==> config.mk <==
export PLATFORM = sky130hd
export DESIGN_NAME = shell_command_lexer
export DESIGN_NICKNAME = d
export VERILOG_FILES = /design/src/scl_pkg.sv /design/src/scl_front.sv /design/src/scl_queue.sv /design/src/scl_back.sv /design/src/shell_command_lexer.sv
export SDC_FILE = /design/constraint.sdc
export NUM_CORES = 1
export LEC_CHECK = 0
export BUFFER_PORTS_ARGS = -buffer_cell sky130_fd_sc_hd__buf_2
export CELL_PAD_IN_SITES_DETAIL_PLACEMENT = 0
export CELL_PAD_IN_SITES_GLOBAL_PLACEMENT = 2
export CORE_ASPECT_RATIO = 1.5
export CORE_UTILIZATION = 53
export CTS_BUF_LIST = sky130_fd_sc_hd__clkbuf_2
export DETAILED_ROUTE_END_ITERATION = 12
export HOLD_SLACK_MARGIN = 0.08
export PLACE_DENSITY_LB_ADDON = 0.12
export SYNTH_ARGS = -nofsm -noshare
export SYNTH_HDL_FRONTEND = slang
export SYNTH_HIERARCHICAL = 1
export SYNTH_SLANG_ARGS = --single-unit
==> constraint.sdc <==
create_clock -name clk_i -period 10.2 [get_ports clk_i]
set_input_delay 2.04 -clock clk_i [delete_from_list [all_inputs] [get_ports clk_i]]
set_output_delay 2.04 -clock clk_i [all_outputs]
set_load 0.005 [all_outputs]
==> src/scl_pkg.sv <==
package scl_pkg;

  localparam int MaxLineDef = 4096;
  // token bundles parked between lexer and output stage; power of two
  localparam int QueueDepth = 4;
  localparam int OffW       = 12;
  localparam int LenW       = 13;

  localparam logic [7:0] ChTab   = 8'h09;
  localparam logic [7:0] ChCr    = 8'h0D;
  localparam logic [7:0] ChSpace = 8'h20;
  localparam logic [7:0] ChDq    = 8'h22;
  localparam logic [7:0] ChSq    = 8'h27;
  localparam logic [7:0] ChLt    = 8'h3C;
  localparam logic [7:0] ChGt    = 8'h3E;
  localparam logic [7:0] ChPipe  = 8'h7C;

  typedef enum logic [2:0] {
    KIND_WORD    = 3'd0,
    KIND_PIPE    = 3'd1,
    KIND_IN      = 3'd2,
    KIND_OUT     = 3'd3,
    KIND_HEREDOC = 3'd4,
    KIND_APPEND  = 3'd5,
    KIND_END     = 3'd6
  } kind_e;

  typedef enum logic [1:0] {
    LEX_IDLE = 2'd0,
    LEX_WORD = 2'd1,
    LEX_LT   = 2'd2,
    LEX_GT   = 2'd3
  } lex_mode_e;

  typedef enum logic [1:0] {
    Q_NONE   = 2'd0,
    Q_SINGLE = 2'd1,
    Q_DOUBLE = 2'd2
  } quote_e;

  typedef struct packed {
    kind_e            kind;
    logic [OffW-1:0]  start;
    logic [LenW-1:0]  len;
    logic             ovf;
    logic             last;
  } rec_t;

  // all records caused by one input transaction
  typedef struct packed {
    logic two;
    rec_t r0;
    rec_t r1;
  } bundle_t;

  function automatic logic is_blank(input logic [7:0] c);
    return (c == ChSpace) || ((c >= ChTab) && (c <= ChCr));
  endfunction

  function automatic rec_t make_rec(input kind_e k, input logic [OffW-1:0] s,
                                    input logic [LenW-1:0] l, input logic o);
    rec_t r;
    r.kind  = k;
    r.start = s;
    r.len   = l;
    r.ovf   = o;
    r.last  = 1'b1;
    return r;
  endfunction

endpackage

==> src/scl_front.sv <==
module scl_front #(
  parameter int MAX_LINE = scl_pkg::MaxLineDef
) (
  input  logic             clk_i,
  input  logic             rst_ni,
  input  logic             fire_i,
  input  logic [7:0]       char_i,
  input  logic             line_end_i,
  output logic             push_o,
  output scl_pkg::bundle_t bundle_o
);
  import scl_pkg::*;

  localparam int PosW = $clog2(MAX_LINE + 1);
  localparam int BegW = $clog2(MAX_LINE);
  localparam logic [PosW-1:0] MaxPos  = PosW'(MAX_LINE);
  localparam logic [BegW-1:0] LastBeg = BegW'(MAX_LINE - 1);

  logic [PosW-1:0] pos_q, pos_d;
  logic [BegW-1:0] beg_q, beg_d;
  lex_mode_e       mode_q, mode_d;
  quote_e          quote_q, quote_d;
  logic            ovf_q, ovf_d;

  logic            at_max, ovf_now, op_hit, word_brk;
  logic [BegW-1:0] here;
  logic [PosW-1:0] beg_ext, word_len;
  logic            have_a, have_b;
  rec_t            rec_a, rec_b, word_rec;
  quote_e          quote_tog;
  // start_token effects
  lex_mode_e       st_mode;
  logic            st_pipe, st_load;
  quote_e          st_quote;

  always_comb begin
    at_max   = (pos_q >= MaxPos);
    ovf_now  = ovf_q | (!line_end_i & at_max);
    here     = at_max ? LastBeg : pos_q[BegW-1:0];
    beg_ext  = PosW'(beg_q);
    word_len = (pos_q > beg_ext) ? (pos_q - beg_ext) : '0;
    word_rec = make_rec(KIND_WORD, OffW'(beg_q), LenW'(word_len), ovf_now);
    op_hit   = (mode_q == LEX_LT) ? (char_i == ChLt) : (char_i == ChGt);
    word_brk = (quote_q == Q_NONE) && ((char_i == ChSpace) || (char_i == ChTab) ||
               (char_i == ChPipe) || (char_i == ChLt) || (char_i == ChGt));

    quote_tog = quote_q;
    if (quote_q == Q_NONE) begin
      if (char_i == ChDq) quote_tog = Q_DOUBLE;
      else if (char_i == ChSq) quote_tog = Q_SINGLE;
    end else if ((quote_q == Q_SINGLE && char_i == ChSq) ||
                 (quote_q == Q_DOUBLE && char_i == ChDq)) begin
      quote_tog = Q_NONE;
    end

    st_mode  = LEX_IDLE;
    st_pipe  = 1'b0;
    st_load  = 1'b0;
    st_quote = quote_q;
    priority if (is_blank(char_i)) begin
      st_mode = LEX_IDLE;
    end else if (char_i == ChPipe) begin
      st_pipe = 1'b1;
    end else if (char_i == ChLt) begin
      st_mode = LEX_LT;
      st_load = 1'b1;
    end else if (char_i == ChGt) begin
      st_mode = LEX_GT;
      st_load = 1'b1;
    end else begin
      st_mode  = LEX_WORD;
      st_load  = 1'b1;
      st_quote = (char_i == ChDq) ? Q_DOUBLE : (char_i == ChSq) ? Q_SINGLE : Q_NONE;
    end

    have_a  = 1'b0;
    have_b  = 1'b0;
    rec_a   = word_rec;
    rec_b   = make_rec(KIND_PIPE, OffW'(here), LenW'(1), ovf_now);
    pos_d   = (pos_q < MaxPos) ? pos_q + PosW'(1) : pos_q;
    beg_d   = beg_q;
    mode_d  = mode_q;
    quote_d = quote_q;
    ovf_d   = ovf_now;

    if (line_end_i) begin
      // flush whatever is open, then the end token; state back to reset
      unique case (mode_q)
        LEX_WORD: have_a = 1'b1;
        LEX_LT: begin
          have_a = 1'b1;
          rec_a  = make_rec(KIND_IN, OffW'(beg_q), LenW'(1), ovf_now);
        end
        LEX_GT: begin
          have_a = 1'b1;
          rec_a  = make_rec(KIND_OUT, OffW'(beg_q), LenW'(1), ovf_now);
        end
        default: have_a = 1'b0;
      endcase
      have_b  = 1'b1;
      rec_b   = make_rec(KIND_END, OffW'(at_max ? LastBeg : pos_q[BegW-1:0]),
                         '0, ovf_now);
      pos_d   = '0;
      beg_d   = '0;
      mode_d  = LEX_IDLE;
      quote_d = Q_NONE;
      ovf_d   = 1'b0;
    end else begin
      unique case (mode_q)
        LEX_WORD: begin
          if (word_brk) begin
            have_a  = 1'b1;
            have_b  = st_pipe;
            mode_d  = st_mode;
            quote_d = Q_NONE;
            if (st_load) beg_d = here;
          end else begin
            quote_d = quote_tog;
          end
        end
        LEX_LT, LEX_GT: begin
          have_a = 1'b1;
          if (op_hit) begin
            rec_a  = make_rec((mode_q == LEX_LT) ? KIND_HEREDOC : KIND_APPEND,
                              OffW'(beg_q), LenW'(2), ovf_now);
            mode_d = LEX_IDLE;
          end else begin
            rec_a   = make_rec((mode_q == LEX_LT) ? KIND_IN : KIND_OUT,
                               OffW'(beg_q), LenW'(1), ovf_now);
            have_b  = st_pipe;
            mode_d  = st_mode;
            quote_d = st_quote;
            if (st_load) beg_d = here;
          end
        end
        default: begin
          have_b  = st_pipe;
          mode_d  = st_mode;
          quote_d = st_quote;
          if (st_load) beg_d = here;
        end
      endcase
    end

    push_o = fire_i & (have_a | have_b);
    if (have_a) begin
      bundle_o.two     = have_b;
      bundle_o.r0      = rec_a;
      bundle_o.r0.last = !have_b;
      bundle_o.r1      = rec_b;
    end else begin
      bundle_o.two = 1'b0;
      bundle_o.r0  = rec_b;
      bundle_o.r1  = rec_b;
    end
  end

  always_ff @(posedge clk_i or negedge rst_ni) begin
    if (!rst_ni) begin
      pos_q   <= '0;
      beg_q   <= '0;
      mode_q  <= LEX_IDLE;
      quote_q <= Q_NONE;
      ovf_q   <= 1'b0;
    end else if (fire_i) begin
      pos_q   <= pos_d;
      beg_q   <= beg_d;
      mode_q  <= mode_d;
      quote_q <= quote_d;
      ovf_q   <= ovf_d;
    end
  end

endmodule

==> src/scl_queue.sv <==
module scl_queue (
  input  logic             clk_i,
  input  logic             rst_ni,
  input  logic             push_i,
  input  scl_pkg::bundle_t push_data_i,
  output logic             full_o,
  input  logic             pop_i,
  output scl_pkg::bundle_t pop_data_o,
  output logic             empty_o
);
  import scl_pkg::*;

  localparam int PtrW = $clog2(QueueDepth);
  localparam int CntW = $clog2(QueueDepth + 1);

  bundle_t         mem_q [QueueDepth];
  logic [PtrW-1:0] wr_q, rd_q;
  logic [CntW-1:0] cnt_q, cnt_d;

  assign full_o     = (cnt_q == CntW'(QueueDepth));
  assign empty_o    = (cnt_q == '0);
  assign pop_data_o = mem_q[rd_q];

  always_comb begin
    cnt_d = cnt_q;
    if (push_i && !pop_i) cnt_d = cnt_q + CntW'(1);
    else if (pop_i && !push_i) cnt_d = cnt_q - CntW'(1);
  end

  always_ff @(posedge clk_i) begin
    if (push_i) mem_q[wr_q] <= push_data_i;
  end

  always_ff @(posedge clk_i or negedge rst_ni) begin
    if (!rst_ni) begin
      wr_q  <= '0;
      rd_q  <= '0;
      cnt_q <= '0;
    end else begin
      if (push_i) wr_q <= wr_q + PtrW'(1);
      if (pop_i) rd_q <= rd_q + PtrW'(1);
      cnt_q <= cnt_d;
    end
  end

endmodule

==> src/scl_back.sv <==
module scl_back (
  input  logic             clk_i,
  input  logic             rst_ni,
  input  logic             empty_i,
  input  scl_pkg::bundle_t bundle_i,
  output logic             pop_o,
  output logic             out_valid_o,
  input  logic             out_ready_i,
  output scl_pkg::rec_t    out_rec_o
);
  import scl_pkg::*;

  logic out_valid_q, out_valid_d;
  rec_t out_rec_q, out_rec_d;
  logic pend_q, pend_d;     // second record of a bundle still to send
  rec_t pend_rec_q, pend_rec_d;
  logic can_load;

  always_comb begin
    can_load    = !out_valid_q || out_ready_i;
    out_valid_d = out_valid_q;
    out_rec_d   = out_rec_q;
    pend_d      = pend_q;
    pend_rec_d  = pend_rec_q;
    pop_o       = 1'b0;
    if (can_load) begin
      priority if (pend_q) begin
        out_valid_d = 1'b1;
        out_rec_d   = pend_rec_q;
        pend_d      = 1'b0;
      end else if (!empty_i) begin
        pop_o       = 1'b1;
        out_valid_d = 1'b1;
        out_rec_d   = bundle_i.r0;
        pend_d      = bundle_i.two;
        pend_rec_d  = bundle_i.r1;
      end else begin
        out_valid_d = 1'b0;
      end
    end
  end

  assign out_valid_o = out_valid_q;
  assign out_rec_o   = out_rec_q;

  always_ff @(posedge clk_i) begin
    out_rec_q  <= out_rec_d;
    pend_rec_q <= pend_rec_d;
  end

  always_ff @(posedge clk_i or negedge rst_ni) begin
    if (!rst_ni) begin
      out_valid_q <= 1'b0;
      pend_q      <= 1'b0;
    end else begin
      out_valid_q <= out_valid_d;
      pend_q      <= pend_d;
    end
  end

endmodule

==> src/shell_command_lexer.sv <==
// Byte-serial shell command line tokenizer. Each slave transaction carries one
// byte of the line (tlast low) or the line-end marker (tlast high, data
// ignored). Blanks (space, tab through CR) are skipped between tokens; a word
// runs until an unquoted space, tab, '|', '<' or '>', and single/double quotes
// keep separators inside the word. A lone '<' or '>' is held one byte to tell
// it from "<<" / ">>". Each master transaction is one token record: kind in
// tuser, start offset, length and the line-overflow flag in tdata, and tlast
// set on the final record caused by an input transaction. Line end flushes
// the open token and adds an end token, then the next byte starts a new line
// at offset 0. Start offsets saturate at MAX_LINE - 1, and a byte past the
// first MAX_LINE sets the overflow flag for the rest of the line; start offset
// and length go out truncated to 12 and 13 bits. Throughput: one input byte per
// cycle. The lexer front end registers its state on each accepted byte and
// drops that byte's 0..2 records into a 4-deep queue; the output stage drains
// one record per cycle while the receiver is ready, so a byte that yields two
// records (word then pipe, operator then pipe, or a token flushed at line end)
// needs a second output transfer, absorbed by the queue. Input ready drops only
// when the queue is full. Records go through the queue and the output register.
module shell_command_lexer #(
  parameter int MAX_LINE = scl_pkg::MaxLineDef
) (
  input  logic        clk_i,
  input  logic        rst_ni,
  input  logic        s_axis_tvalid,
  output logic        s_axis_tready,
  input  logic [7:0]  s_axis_tdata,  // [7:0] char_byte
  input  logic        s_axis_tlast,  // line_end
  output logic        m_axis_tvalid,
  input  logic        m_axis_tready,
  output logic [31:0] m_axis_tdata,  // [11:0] start_offset, [24:12] token_length,
                                     // [25] overflow, [31:26] zero
  output logic [2:0]  m_axis_tuser,  // [2:0] token_kind
  output logic        m_axis_tlast   // last_result
);
  import scl_pkg::*;

  logic    in_fire, push, full, pop, empty;
  bundle_t push_bundle, pop_bundle;
  rec_t    out_rec;

  assign s_axis_tready = !full;
  assign in_fire       = s_axis_tvalid & s_axis_tready;

  scl_front #(
    .MAX_LINE(MAX_LINE)
  ) u_front (
    .clk_i      (clk_i),
    .rst_ni     (rst_ni),
    .fire_i     (in_fire),
    .char_i     (s_axis_tdata),
    .line_end_i (s_axis_tlast),
    .push_o     (push),
    .bundle_o   (push_bundle)
  );

  scl_queue u_queue (
    .clk_i       (clk_i),
    .rst_ni      (rst_ni),
    .push_i      (push),
    .push_data_i (push_bundle),
    .full_o      (full),
    .pop_i       (pop),
    .pop_data_o  (pop_bundle),
    .empty_o     (empty)
  );

  scl_back u_back (
    .clk_i       (clk_i),
    .rst_ni      (rst_ni),
    .empty_i     (empty),
    .bundle_i    (pop_bundle),
    .pop_o       (pop),
    .out_valid_o (m_axis_tvalid),
    .out_ready_i (m_axis_tready),
    .out_rec_o   (out_rec)
  );

  assign m_axis_tdata = {6'b0, out_rec.ovf, out_rec.len, out_rec.start};
  assign m_axis_tuser = out_rec.kind;
  assign m_axis_tlast = out_rec.last;

endmodule

# After elaboration in Yosys (flattened, before gate mapping)
# Memory sizes are Yosys's and may differ from the RTL's.
# Cells that the tools add are included.
# W data, S select, Z words.
# totals
regBits	99
inputBits	13
wordCells	153
n_memories	1
ram_bits	244
output_inout_bits	38
# memory_table
memory	words	width	rd	rd_ports_with_merged_regs	write_ports	line	source
u_queue.mem_q	4	61	1	0	1	scl_queue.sv:16	bundle_t mem_q [QueueDepth];
# classes
n_addsub	6
magnitude_cmp	5
muxes	65
bitwise_logic	7
n_reduce_logical	31
n_eq_ne	18
# op_table
op	count
$mux W30	6
$mux W61	1
$mux W12	5
$pmux W29 S2	1
$eq A8 B6 Y1 const B	5
$mux W13	3
$mux W2	19
$pmux W12 S2	1
$mux W1	23
$add A13 B1 Y13 const B	1
$ge A13 B13 Y1 const B	1
$gt A13 B12 Y1	1
$lt A13 B13 Y1 const B	1
$sub A13 B12 Y13	1
$eq A8 B4 Y1 const B	1
$eq A8 B7 Y1 const B	1
$ge A8 B4 Y1 const B	1
$le A8 B4 Y1 const B	1
$pmux W2 S2	2
$logic_or A1 B1 Y1	7
$eq A2 B2 Y1 const B	3
$logic_and A1 B1 Y1	6
$logic_not A1 Y1	6
$mux W3	2
other kinds (22)	33

# Longest topological paths before layout
# depth
depth_word	15
ltp_mapped	12
mapped_depth_nobuf	12

# Hierarchy
# Netlist, hierarchy kept.
# by_module_without_submodules
module	cells_per_inst	instances	area_each_um2	seq_area_each_um2
scl_queue	353	1	9268.9	7502.2
scl_front	353	1	2974.1	750.7
scl_back	104	1	2403.6	1851.8
shell_command_lexer	9	1	58.8	0.0

# Worst setup path before layout
# No wires, ideal clock.
# synth_timing
path_kind	input port to flip-flop
from	input port m_axis_tready
to	register u_queue.cnt_q[1]
arrival_ps	5499
cell_stages	7
path_slack_ps	4576
n_path_buf	0
setup_ps	125
required_time_ps	10075
path_cell_list	nor2b_1 nor3_1 inv_1 ha_1 inv_1 fa_1 mux2_2
# synth_via
elab_chain_cells	5
word_cells_on_any_way	7
cone_classes	mux (2); reduce/logical (5)
# synth_lines
item	line	source
start, declared	shell_command_lexer.sv:29	input logic m_axis_tready,
$logic_or A1 B1 Y1	scl_back.sv:20	can_load = !out_valid_q || out_ready_i;
$mux W1	scl_back.sv:26	if (can_load) begin
named net pop	shell_command_lexer.sv:37	logic in_fire, push, full, pop, empty;
$logic_not A1 Y1	scl_queue.sv:26	if (push_i && !pop_i) cnt_d = cnt_q + CntW'(1);
$logic_and A1 B1 Y1	scl_queue.sv:26	
$mux W3	scl_queue.sv:26	
named net u_queue.cnt_d[1]	scl_queue.sv:18	logic [CntW-1:0] cnt_q, cnt_d;
end signal, assigned	scl_queue.sv:42	cnt_q <= cnt_d;
end, declared	scl_queue.sv:18	
# The timed path passes the listed nets, and every way through them passes these cells.
# A chain may end at the register's enable or synchronous reset.

# Worst setup path after layout
# layout_timing
from	input port s_axis_tdata[0]
to	memory u_queue/mem_q[1][28] (netlist name), enable pin
# layout_via
elab_chain_cells	13
word_cells_on_any_way	28
cone_classes	order compare (2); eq/ne (5); mux (12); bitwise (2); reduce/logical (7)
# layout_lines
item	line	source
start, declared	shell_command_lexer.sv:26	input logic [7:0] s_axis_tdata,
parallel branches: the longest is 9 deep, another holds $ge A8 B4 Y1	--	
$or A1 B1 Y1 *	scl_front.sv:145	push_o = fire_i & (have_a | have_b);
$and A1 B1 Y1 *	scl_front.sv:145	
named net push	shell_command_lexer.sv:37	
$mux W1 *	scl_queue.sv:31	if (push_i) mem_q[wr_q] <= push_data_i;
$mux W1 (not written as such) *	scl_queue.sv:31	
end, declared	scl_queue.sv:16	
# Mark *: on every way through the listed nets, which the timed path passes.

==> reports/qor.csv <==
metric,value,unit
r2r_cells,7,
clockRootBuffer,clkbuf_2,
dpl_cell_area,0.0150,sq mm
drtIter0Drc,415,
nets,946,
h-tree-depth,3,
drive_gt1_frac,0.331,
synth_cells,819,
numClockSinks,343,
skew,0.0576,ns
post-dp-hpwl,17000,microns
synth-seq-cells,343,
fin_area,0.0157,sq mm
endpoint_kind,flop,
hold_violations,0,
grt_pass1_wl,43900,microns
seq_area_frac_synth,0.687,
first_pass_iters,5,
final_common_cell,edfxtp_1,
criticalPathCategory,primary input to flop,
fin_ws,5.82,ns
clk_path_buf_depth,3,
grt_setup_unrepaired,no,
cts_tree,built,
synthDominantCellAreaShare,0.621,
final_cell_mix,"304 x edfxtp_1, 114 x clkbuf_2, 58 x mux4_2",
port_buffers,44,
io_pins,51,
tightest_slew,1.07,ns
cts_resized,0,
cp.arrival,4.81,ns
synth.area.top_cells,"edfxtp_1 62%, mux4_2 8.9%, dfrtp_1 6.6%",
clkLatencyLatePin,0.86,ns
r2r_slack,6.81,ns
ant_nets,0,
syn_area,0.0147,sq mm
power_leakage,5.77,nW
min_to,u_front/ovf_q,
start_util,0.540,
drcViolationCount,0,
area_growth,7.01,%
crit_fanout,61,
tns,0,ns
via_per_inst,5.63,
fin_cells,1313,
die_x,138,microns
fin_crit,4.38,ns
overflow,0,
cp-start-kind,primary input,
grt_start_max_net_pins,62,
clk_pin_slew,0.11,ns
status,completed,
postCtsSetupBuffers,0,
rows,74,
relSlewSlack,0.284,
crit_required,10.63,ns
routedWlPerCell,21.1,microns
drv_slew,0,
grt_pass1_vias,8120,
synth-edff-count,304,
synth.avg_cell_area,18.0,sq um
die_h,206,microns
r2r-start,u_queue/cnt_q[2],
dp.cells,1173,
numCtsBuffers,80,
max_cap_viol_count,0,
hold_class,flop to flop,
grt_usage,0.205,
holdPathStages,2,
yosysTopAreaCell,edfxtp_1,
ys_async_sr_fraction,0.114,
synth_ff_type,edfxtp_1,
dieArea,0.0284,sq mm
yosysUniqueCellTypes,73,
antenna_found_initial,1,
power,0.00423,W
pre_cts_ws,4.95,ns
setup_viol,0,
powerDensity,269,mW/mm^2
vias,7391,
drt_wl_total,27600,microns
ir_drop,131,uV
r2r-end,u_queue/mem_q[1][28],
clock.fmax,229,MHz
period_share,0.429,
synth_warnings,6,
cts_hold_buffers,0,
hold_path.startpoint,u_front/ovf_q,
gp_congestion,0.825,
core,0.0272,sq mm
[per-layer routing]
layer | part of all wire | vias up | GRT usage
met2 | 0.54 | 160 | 0.374
li1 | - | 3419 | -
met5 | 0 | - | 0
met1 | 0.40 | 3769 | 0.236
met4 | 0.021 | 0 | 0.0801
met3 | 0.037 | 43 | 0.0408
[critical path, cell delays in order]
cell	delay, ns
buf_2	0.14
or3b_1	0.43
a21boi_2	0.23
o211ai_4	0.15
a21boi_2	0.19
nor3_1	0.06
nor2_1	0.50
and2_2	0.27
buf_4	0.72
[worst max-delay path by stage]
stage                     from              endpoint  slack [ns]  depth (start not counted)
6_report       s_axis_tdata[0]  u_queue/mem_q[1][28]        5.82                          9
5_1_grt        s_axis_tdata[6]  u_queue/mem_q[1][28]        5.71                          9
4_1_cts        s_axis_tdata[0]  u_queue/mem_q[1][59]        5.86                          9
3_5_place_dp   s_axis_tdata[0]   u_queue/mem_q[1][3]        4.95                          9
3_3_place_gp   s_axis_tdata[0]  u_queue/mem_q[1][28]        5.04                          9
2_1_floorplan    m_axis_tready      u_queue/cnt_q[1]        4.58                          7
[metrics by stage]
step / utilization / hold WS, ns
final: 0.578 / 0.510
after detailed placement: 0.551 / 0.485
after global placement: 0.551 / 0.471
after global routing: 0.578 / 0.534
after CTS: 0.578 / 0.513
after floorplan: - / 0.454
[cells in the mapped netlist (4+ instances only)]
master and instances:
xnor2_1 9, buf_6 5, nor2b_1 9, clkbuf_1 9, buf_4 24, nand3_1 7
or3_1 4, o21ai_0 16, inv_1 24, a21o_1 4, mux4_2 58, nand2_1 25
ha_1 18, dfrtp_1 39, nor3_1 7, or2_2 15, a32o_1 4, mux2_2 8
edfxtp_1 304, mux2_4 35, a22oi_1 7, nand4_1 4, xor2_1 16, nand2b_1 7
o31ai_1 9, a21oi_1 19, buf_2 9, o22ai_1 12, and2_1 5, buf_12 9
nor2_1 34
[cell families after synthesis]
family | Yosys count | synth area share
fa+ha+maj | 20 | 0.0180
other cells | 3 | 0.000766
buf+inv | 82 | 0.0403
mux | 105 | 0.137
simple gates | 140 | 0.0516
flops | 343 | 0.687
compound gates | 101 | 0.0505
xor+xnor | 25 | 0.0149
[layout make-up]
cell class / instances / area [sq um]
diodes: 1 / 2.50
clock buffers: 114 / 571
clock inverters: 25 / 154
fillers: 2201 / 11500
inverters: 25 / 93.8
multi-input cells: 410 / 4090
flip-flops and latches: 343 / 10100
well taps: 342 / 428
repair buffers: 53 / 288
[power by group]
group	total (W)	switching (W)	internal, W
Combinational	0.00129	0.000677	0.000614
Sequential	0.00208	0.000136	0.00195
Clock	0.000858	0.000507	0.000351
[flip-flops by register name (all words and copies together) (netlist names)]
register,cells
u_front/beg_q,12
u_queue/mem_q,244
u_back/pend_rec_q,30
u_back/out_rec_o,30
u_back/pend_q,1
u_front/quote_q,2
u_queue/rd_q,2
u_queue/cnt_q,3
u_front/mode_q,2
u_queue/wr_q,2
u_front/ovf_q,1
u_front/pos_q,13
u_back/out_valid_o,1
No activity file was read; power rests on OpenSTA's default activity.
